==> config.mk <==
export PLATFORM = sky130hd
export DESIGN_NAME = three_level_priority_queue_core
export DESIGN_NICKNAME = d
export VERILOG_FILES = /design/src/rtl/tlpq_pkg.sv /design/src/rtl/three_level_priority_queue_core.sv
export SDC_FILE = /design/constraint.sdc
export NUM_CORES = 2
export LEC_CHECK = 0
export BUFFER_PORTS_ARGS = -buffer_cell sky130_fd_sc_hd__buf_2
export CAP_MARGIN = 10
export CORE_ASPECT_RATIO = 1.4
export CORE_UTILIZATION = 45
export CTS_CLUSTER_SIZE = 30
export DETAILED_ROUTE_END_ITERATION = 6
export HOLD_SLACK_MARGIN = 0.02
export SLEW_MARGIN = 20
export SYNTH_ARGS = -nofsm -noshare
export SYNTH_HDL_FRONTEND = slang
export SYNTH_SLANG_ARGS = --single-unit
export TNS_END_PERCENT = 20
==> constraint.sdc <==
create_clock -name clk_i -period 5.25 [get_ports clk_i]
set_input_delay 0.7875 -clock clk_i [delete_from_list [all_inputs] [get_ports clk_i]]
set_output_delay 0.7875 -clock clk_i [all_outputs]
set_load 0.05 [all_outputs]
==> src/rtl/tlpq_pkg.sv <==
package tlpq_pkg;

  localparam int unsigned TLPQ_CAPACITY = 16;

  localparam int unsigned VALUE_W  = 32;
  localparam int unsigned LEVEL_W  = 2;
  localparam int unsigned OCC_W    = 5;
  localparam int unsigned IN_TDATA_W  = 40;
  localparam int unsigned OUT_TDATA_W = 40;
  localparam int unsigned NUM_LEVELS  = 3;

  localparam logic       REQ_ENQ = 1'b0;
  localparam logic       REQ_DEQ = 1'b1;

  localparam logic [LEVEL_W-1:0] LVL_LOW  = 2'd0;
  localparam logic [LEVEL_W-1:0] LVL_MED  = 2'd1;
  localparam logic [LEVEL_W-1:0] LVL_HIGH = 2'd2;
  localparam logic [LEVEL_W-1:0] LVL_BAD  = 2'd3;

  typedef enum logic [1:0] {
    STAT_DONE  = 2'd0,
    STAT_EMPTY = 2'd1,
    STAT_FULL  = 2'd2
  } status_e;

  typedef enum logic [1:0] {
    S_IDLE = 2'b01,
    S_READ = 2'b10
  } state_e;

endpackage

==> src/rtl/three_level_priority_queue_core.sv <==
// Result path: enqueue, rejected enqueue and dequeue from empty register their result
//   beat directly; a successful dequeue reads the entry memory first (S_READ).
// Throughput: one enqueue per cycle while result beats are taken; no new request is
//   accepted during a successful dequeue until its memory read reaches the output.
// Reset: level counts, pointers and handshake state clear at once; the entry memory
//   is not cleared and needs no clearing pass.
module three_level_priority_queue_core
  import tlpq_pkg::*;
#(
  parameter int unsigned CAPACITY = TLPQ_CAPACITY
) (
  input  logic                   clk_i,
  input  logic                   rst_ni,
  input  logic                   s_axis_tvalid,
  output logic                   s_axis_tready,
  // [31:0] item_value, [33:32] item_level, [39:34] zero
  input  logic [IN_TDATA_W-1:0]  s_axis_tdata,
  // [0] req_type
  input  logic                   s_axis_tuser,
  output logic                   m_axis_tvalid,
  input  logic                   m_axis_tready,
  // [31:0] out_value, [36:32] occupancy, [37] queue_empty, [39:38] zero
  output logic [OUT_TDATA_W-1:0] m_axis_tdata,
  // [1:0] status
  output logic [1:0]             m_axis_tuser
);

  // Each level is its own ring buffer inside one shared memory; the level
  // selects the region and the ring pointer the slot. Arrival order within a
  // level is preserved, and a dequeue takes the head of the highest non-empty
  // level, which is exactly the front of the stable sorted queue.
  localparam int unsigned PW    = (CAPACITY > 1) ? $clog2(CAPACITY) : 1;
  localparam int unsigned CW    = $clog2(CAPACITY + 1);
  localparam int unsigned DEPTH = 1 << PW;
  localparam int unsigned AW    = PW + LEVEL_W;
  localparam int unsigned MEM_D = NUM_LEVELS * DEPTH;

  // entry memory, read data registered
  logic [VALUE_W-1:0] mem_q [MEM_D];
  logic [VALUE_W-1:0] rd_data_q;

  state_e state_q, state_d;

  logic [CW-1:0] total_q, total_d;
  logic [CW-1:0] lvl_cnt_q [NUM_LEVELS];
  logic [CW-1:0] lvl_cnt_d [NUM_LEVELS];
  logic [PW-1:0] head_q [NUM_LEVELS];
  logic [PW-1:0] head_d [NUM_LEVELS];
  logic [PW-1:0] tail_q [NUM_LEVELS];
  logic [PW-1:0] tail_d [NUM_LEVELS];

  // output register
  logic               m_valid_q, m_valid_d;
  status_e            m_status_q, m_status_d;
  logic [VALUE_W-1:0] m_value_q, m_value_d;
  logic [OCC_W-1:0]   m_occ_q, m_occ_d;
  logic               m_empty_q, m_empty_d;

  logic               accept;
  logic               req;
  logic [VALUE_W-1:0] in_value;
  logic [LEVEL_W-1:0] in_level;
  logic [LEVEL_W-1:0] enq_lvl;
  logic [LEVEL_W-1:0] deq_lvl;
  logic               wr_en;
  logic               rd_en;
  logic [AW-1:0]      wr_addr;
  logic [AW-1:0]      rd_addr;
  logic [31:0]        occ_wide;

  assign req      = s_axis_tuser;
  assign in_value = s_axis_tdata[VALUE_W-1:0];
  assign in_level = s_axis_tdata[VALUE_W +: LEVEL_W];

  // one item in flight; a waiting result beat does not block as long as it
  // leaves in the same cycle
  assign s_axis_tready = (state_q == S_IDLE) && (!m_valid_q || m_axis_tready);
  assign accept        = s_axis_tvalid && s_axis_tready;

  // level three folds onto high
  assign enq_lvl = (in_level == LVL_BAD) ? LVL_HIGH : in_level;

  always_comb begin
    priority if (lvl_cnt_q[LVL_HIGH] != '0) begin
      deq_lvl = LVL_HIGH;
    end else if (lvl_cnt_q[LVL_MED] != '0) begin
      deq_lvl = LVL_MED;
    end else begin
      deq_lvl = LVL_LOW;
    end
  end

  assign wr_addr = {enq_lvl, tail_q[enq_lvl]};
  assign rd_addr = {deq_lvl, head_q[deq_lvl]};

  always_comb begin
    state_d    = state_q;
    total_d    = total_q;
    lvl_cnt_d  = lvl_cnt_q;
    head_d     = head_q;
    tail_d     = tail_q;
    wr_en      = 1'b0;
    rd_en      = 1'b0;
    m_status_d = m_status_q;
    m_value_d  = m_value_q;

    m_valid_d = m_valid_q && !m_axis_tready;

    unique case (state_q)
      S_IDLE: begin
        if (accept) begin
          m_value_d = '0;
          if (req == REQ_ENQ) begin
            if (total_q == CW'(CAPACITY)) begin
              m_status_d = STAT_FULL;
            end else begin
              m_status_d         = STAT_DONE;
              wr_en              = 1'b1;
              tail_d[enq_lvl]    = tail_q[enq_lvl] + 1'b1;
              lvl_cnt_d[enq_lvl] = lvl_cnt_q[enq_lvl] + 1'b1;
              total_d            = total_q + 1'b1;
            end
            m_valid_d = 1'b1;
          end else begin
            if (total_q == '0) begin
              m_status_d = STAT_EMPTY;
              m_valid_d  = 1'b1;
            end else begin
              // value arrives from memory next cycle
              m_status_d         = STAT_DONE;
              rd_en              = 1'b1;
              head_d[deq_lvl]    = head_q[deq_lvl] + 1'b1;
              lvl_cnt_d[deq_lvl] = lvl_cnt_q[deq_lvl] - 1'b1;
              total_d            = total_q - 1'b1;
              m_valid_d          = 1'b0;
              state_d            = S_READ;
            end
          end
        end
      end
      S_READ: begin
        // output register is free here: it was empty or drained at accept
        m_value_d = rd_data_q;
        m_valid_d = 1'b1;
        state_d   = S_IDLE;
      end
      default: begin
        state_d = S_IDLE;
      end
    endcase
  end

  // occupancy is the low bits of the count after this item
  assign occ_wide  = 32'(total_d);
  assign m_occ_d   = accept ? occ_wide[OCC_W-1:0] : m_occ_q;
  assign m_empty_d = accept ? (total_d == '0) : m_empty_q;

  always_ff @(posedge clk_i or negedge rst_ni) begin
    if (!rst_ni) begin
      state_q   <= S_IDLE;
      total_q   <= '0;
      m_valid_q <= 1'b0;
      for (int i = 0; i < NUM_LEVELS; i++) begin
        lvl_cnt_q[i] <= '0;
        head_q[i]    <= '0;
        tail_q[i]    <= '0;
      end
    end else begin
      state_q   <= state_d;
      total_q   <= total_d;
      m_valid_q <= m_valid_d;
      lvl_cnt_q <= lvl_cnt_d;
      head_q    <= head_d;
      tail_q    <= tail_d;
    end
  end

  always_ff @(posedge clk_i) begin
    m_status_q <= m_status_d;
    m_value_q  <= m_value_d;
    m_occ_q    <= m_occ_d;
    m_empty_q  <= m_empty_d;
  end

  // entry memory: one write and one registered read per cycle
  always_ff @(posedge clk_i) begin
    if (wr_en) begin
      mem_q[wr_addr] <= in_value;
    end
    if (rd_en) begin
      rd_data_q <= mem_q[rd_addr];
    end
  end

  assign m_axis_tvalid = m_valid_q;
  assign m_axis_tuser  = m_status_q;
  assign m_axis_tdata  = {(OUT_TDATA_W - VALUE_W - OCC_W - 1)'(0), m_empty_q, m_occ_q,
                          m_value_q};

endmodule
# == After elaboration in Yosys (flattened, before gate mapping) ==
# Memories as Yosys holds them, arrays and structs flattened. A register that Yosys moved wholly into a read port is not among the register bits.
# Cells that the tools add are included.
# totals
ff_bits,87
ramBits,1536
in_bits,45
output_inout_bits,44
word_cells,118
mem_count,1
# mem_list
memory,words,word_bits,read_ports,rd_clocked_by_memory_dff,write_ports,line_no,rtl
mem_q,48,32,1,1,1,three_level_priority_queue_core.sv:39,logic [VALUE_W-1:0] mem_q [MEM_D];
# classes
add_sub_neg,6
magnitude_cmp,4
eq_ne,9
mux,58
n_bitwise,5
reduce_logical,19
# ops
operator,n
case mux 32 bit (2 select lines),1
2-to-1 mux 5 bit,11
2-to-1 mux 15 bit,3
2-to-1 mux 32 bit,1
bitwise mux 15 bit,2
bitwise mux 12 bit,2
2-to-1 mux 4 bit,6
binary-select mux 5 bit (select 2 bit),2
demux 5 bit (select 2 bit),2
binary-select mux 4 bit (select 2 bit),2
demux 4 bit (select 2 bit),2
2-to-1 mux 2 bit,8
2-to-1 mux 1 bit,15
AND reduction 4 bit,3
adder 5 x 1 -> 5 bit (second input constant),2
zero test 5 bit,2
!= test 2 bit (second input constant),5
nonzero test 5 bit,2
subtractor 5 x 1 -> 5 bit (second input constant),2
adder 4 x 1 -> 4 bit (second input constant),2
greater-or-equal comparator 3 bit (second input constant),2
less-than comparator 3 x 1 -> 1 bit (second input constant),2
NOT 2 -> 3 bit,2
== test 5 bit (second input constant),1
other kinds (10),19

# == Depth between registers and ports, before layout ==
# logic_depth
depth_word,11
depth_mapped,13
ltp_nobuf,11

# == Least setup slack after synthesis ==
# No wires, ideal clock.
# synth_path
path_type,input -> register
startpoint,in m_axis_tready
endpoint,mem mem_q[20][0] (enable)
setup_time_ns,0.421
t_arrival_ns,3.959
t_required_ns,4.829
slack_ns,0.870
stages,8
n_path_buf,1
path_cell_list,nand2b_1 > and2_1 > nand2_1 > nor2_1 > nand3b_1 > or2_2 > clkbuf_1 > nor2_1
# synth_via
elab_chain_cells,7
# synth_rtl
item,line_no,rtl
start: declaration,three_level_priority_queue_core.sv:21,"input logic m_axis_tready,"
logical OR 1 bit,three_level_priority_queue_core.sv:77,assign s_axis_tready = (state_q == S_IDLE) && (!m_valid_q || m_axis_tready);
logical AND 1 bit,three_level_priority_queue_core.sv:77,
via s_axis_tready,three_level_priority_queue_core.sv:15,"output logic s_axis_tready,"
logical AND 1 bit,three_level_priority_queue_core.sv:78,assign accept = s_axis_tvalid && s_axis_tready;
2-to-1 mux 1 bit,three_level_priority_queue_core.sv:111,if (accept) begin
2-to-1 mux 1 bit,three_level_priority_queue_core.sv:109,unique case (state_q)
2-to-1 mux 1 bit,three_level_priority_queue_core.sv:187,if (wr_en) begin
2-to-1 mux 1 bit (implied by the code),three_level_priority_queue_core.sv:188,mem_q[wr_addr] <= in_value;
end: declaration,three_level_priority_queue_core.sv:39,
# The timed path passes the listed nets, and every way through them passes these cells.

# == Worst setup path after layout ==
# layout_path
startpoint,reg lvl_cnt_q[8] in the netlist's numbering
endpoint,reg rd_data_q[10] (read register of mem_q) (data pin)
# layout_via
elab_chain_cells,7
# layout_rtl
item,line_no,rtl
start: declaration,three_level_priority_queue_core.sv:45,logic [CW-1:0] lvl_cnt_q [NUM_LEVELS];
start signal: assignment,three_level_priority_queue_core.sv:172,lvl_cnt_q <= lvl_cnt_d;
nonzero test 5 bit *,three_level_priority_queue_core.sv:86,end else if (lvl_cnt_q[LVL_MED] != '0) begin
2-to-1 mux 1 bit *,three_level_priority_queue_core.sv:86,
2-to-1 mux 2 bit *,three_level_priority_queue_core.sv:84,priority if (lvl_cnt_q[LVL_HIGH] != '0) begin
NOT 2 -> 3 bit (implied by the code),three_level_priority_queue_core.sv:94,"assign rd_addr = {deq_lvl, head_q[deq_lvl]};"
binary-select mux 4 bit (select 2 bit),three_level_priority_queue_core.sv:94,
2-to-1 mux 4 bit (implied by the code) (2 in series),three_level_priority_queue_core.sv:94,
end: declaration,three_level_priority_queue_core.sv:40,logic [VALUE_W-1:0] rd_data_q;
# Mark *: on every way between the ends. The rest lies on a longest branch, timed or not. The select of a mux whose other input is x is not followed.
# A chain may end at the register's enable or synchronous reset.

==> flow_summary.ini <==
[floorplan]
fp.coreArea_sq_mm = 0.145
start_util_pct = 45.4
die_y_um = 454
design.die.area_sq_mm = 0.147
ioPinCount = 89
row_count = 165
die_x_um = 325

[power_and_ir_drop]
seqPwrFrac_pct = 35.7
comb_power_share_pct = 38.6
internal-power_mw = 26.6
cellPowerDensity_mw_per_mm2 = 592
p_sw_mw = 17.2
p_leak_nw = 24.9
ir_worst_vdd_mv = 0.800
clkPwrFrac_pct = 25.7
swShare_pct = 39.3

[timing]
finalSetupViolCount = 0
worstMarginPinSlew_ns = 0.944
setup_tns_ns = 0
setup_ws_ns = 1.15
finalHoldViolCount = 0
rsz0062_at_grt = false
final_max_slew_viol_count = 0
slew_headroom_pct = 37.1
fmax_mhz = 244
fin_crit_sh_pct = 78.1
layout_min_cycle_time_ns = 4.10
fin_skew_ns = 0.0334

[cts]
cts_hold_buf = 1
cts_root_buffer = clkbuf_16
cts_tree = built
clock_path_buffers = 3
cts_buffers = 158
cts_resized = 0
clock-sinks = 1655
clk_pin_slew_ns = 0.06
clk_latency_ns = 0.81
h-tree-depth = 4
post_cts_buffers = 0

[synth]
netlist_top_cells_area = edfxtp_1 (74%), nand2_1 (5.9%), mux2i_1 (2.2%)
netlist_area_sq_mm = 0.0656
yosysSeqAreaShare_pct = 75.5
async_reset_ff_share_pct = 2.84
yosysWarnings = 0
synth-edff-count = 1608
synth_top_area_cell = edfxtp_1
syn_avg_cell_area_sq_um = 14.4
synth_ff_type = edfxtp_1
synth_cell_types = 72
synth_top_area_share_pct = 73.7
synth_commonest_cells = edfxtp_1 (1608), nand2_1 (1031), nand3_1 (253), a21oi_1 (235), mux2i_1 (141)
ys_seq_elements = 1655
synth_most_common_cell = edfxtp_1
syn_inst = 4562

[place]
dp_cells = 6404
gp_congestion = 0.838
portBuffers = 80
dp_hpwl_mm = 104
dp_slack_ns = 1.20

[worst_setup_path]
crit_path_start_kind = register
crit_chain = nor4_4 > a21boi_1 > o21ai_4 > inv_8 > nor2_4 > buf_4 > buf_4 > a32oi_1 > a41oi_1 > o2111ai_1
worstPathArrival_ns = 4.64
worstSetupEndpointType = register
cp_num_cells = 10
critPathBufInv = 3
cp.required_ns = 5.79
cp_common_cell = buf_4
critPathSlowestCell = nor2_4
crit_fanout = 49
critPathTopFamily = simple AND/OR/NAND/NOR gates
reg2regPathDepth = 10
criticalPathCategory = register to register
cp_slowest_stage_delay_ns = 0.65

[layout]
drive_gt1_share_pct = 11.3
fin_cells = 6690
nets = 4698
area_growth_syn_to_layout_pct = 12.8
fillers = 12100

[run_status]
status = finished, final reports clean

[min_path]
hold_path_depth = 3
hold_path.class = input pin to register

[grt]
grt_overflow = 0
track_usage_pct = 25.8
antenna_found_initial = 14
grt_pass1_vias = 39300
grt_pass1_wl_mm = 274
grt_max_degree = 115

[drt]
routed_wl_mm = 191
wl_per_cell_um = 28.6
drt_iter0_markers = 4037
antenna_left = 0
first_pass_iters = 6
routed_via_density = 6.04
vias = 40400
drc_errors = 0

[run]
drv_cap = 0
-- kinds of logic (layout without fill, tap and decap cells) --
| family | Yosys count | in the layout | synth area share [%] |
|---|---|---|---|
| other cells | 1 | 5 | 0.00572 |
| fa+ha+maj | 8 | 8 | 0.153 |
| compound gates | 865 | 865 | 9.48 |
| flops | 1655 | 1655 | 75.5 |
| simple gates | 1543 | 1543 | 9.96 |
| buf+inv | 323 | 527 | 2.42 |
| mux | 148 | 148 | 2.27 |
| xor+xnor | 19 | 19 | 0.254 |
-- power by group through the flow --
stage               Combinational [mW]  Clock [mW]  Sequential (mW)
floorplan                         10.9           0             16.2
global placement                  16.6           0             15.9
detailed placement                16.8           0             15.9
CTS                               16.9        11.4             15.6
global route                      18.1        11.9             15.7
finish                            16.9        11.2             15.6
-- worst min-delay path, stage by stage --
cell	delay, ns
buf_2	0.07
nand2b_1	0.13
a21oi_1	0.08
-- layout make-up --
class	instances	area [sq um]	area share [%]
repair buffers	220	1930	2.61
clock inverters	85	835	1.13
flip-flops and latches	1655	49500	66.9
diodes	3	7.51	0.0102
clock buffers	197	4200	5.68
well taps	1920	2400	3.25
inverters	25	109	0.147
multi-input cells	2585	15000	20.3
-- final timing paths --
path                                  to     startpoint  slack [ns]
max reg2reg                rd_data_q[10]   lvl_cnt_q[8]        1.15
min in group asynchronous  m_axis_tvalid         rst_ni        0.48
max                        rd_data_q[10]   lvl_cnt_q[8]        1.15
min                        m_axis_tvalid  m_axis_tready        0.31
min reg2reg                    tail_q[9]      tail_q[9]        0.48
max in group asynchronous      head_q[4]         rst_ni        4.21
-- sequential cells by signal, summed over array words and instances (netlist names) --
register and flops:
total_q 5, m_axis_tvalid 1, m_empty_q 1, lvl_cnt_q 15
m_occ_q 5, mem_q 1536, rd_data_q 32, m_value_q 32
tail_q 12, m_axis_tuser 2, head_q 12, state_q 2
-- stage by stage --
stage	power [mW]	hold WS (ns)	area (sq um)	utilization [%]
floorplan	27.1	0.444	65600	-
global placement	32.5	0.462	68900	47.6
detailed placement	32.7	0.462	68900	47.7
CTS	43.9	0.267	73900	51.1
global route	45.6	0.325	73900	51.1
finish	43.8	0.312	73900	51.1
-- cell usage in the layout, fill, tap and decap left out, drive strengths merged, types with 58 or more instances in the layout --
cell	n
edfxtp	1608
nand2	1031
nand3	253
a21oi	235
buf	219
clkbuf	197
mux2i	141
nor2	103
o21ai	99
a2111oi	82
a211oi	70
a22oi	65
clkinv	59
a311oi	58
-- routing by layer --
metal | track usage [%] | vias to the layer above | share of wire, %
li1 | - | 17600 | -
met1 | 32.4 | 20600 | 38
met2 | 44.3 | 1731 | 50
met3 | 3.79 | 467 | 7.2
met4 | 11.7 | 6 | 4.5
met5 | 0 | - | 0.019
No activity file was read; power rests on OpenSTA's default activity.
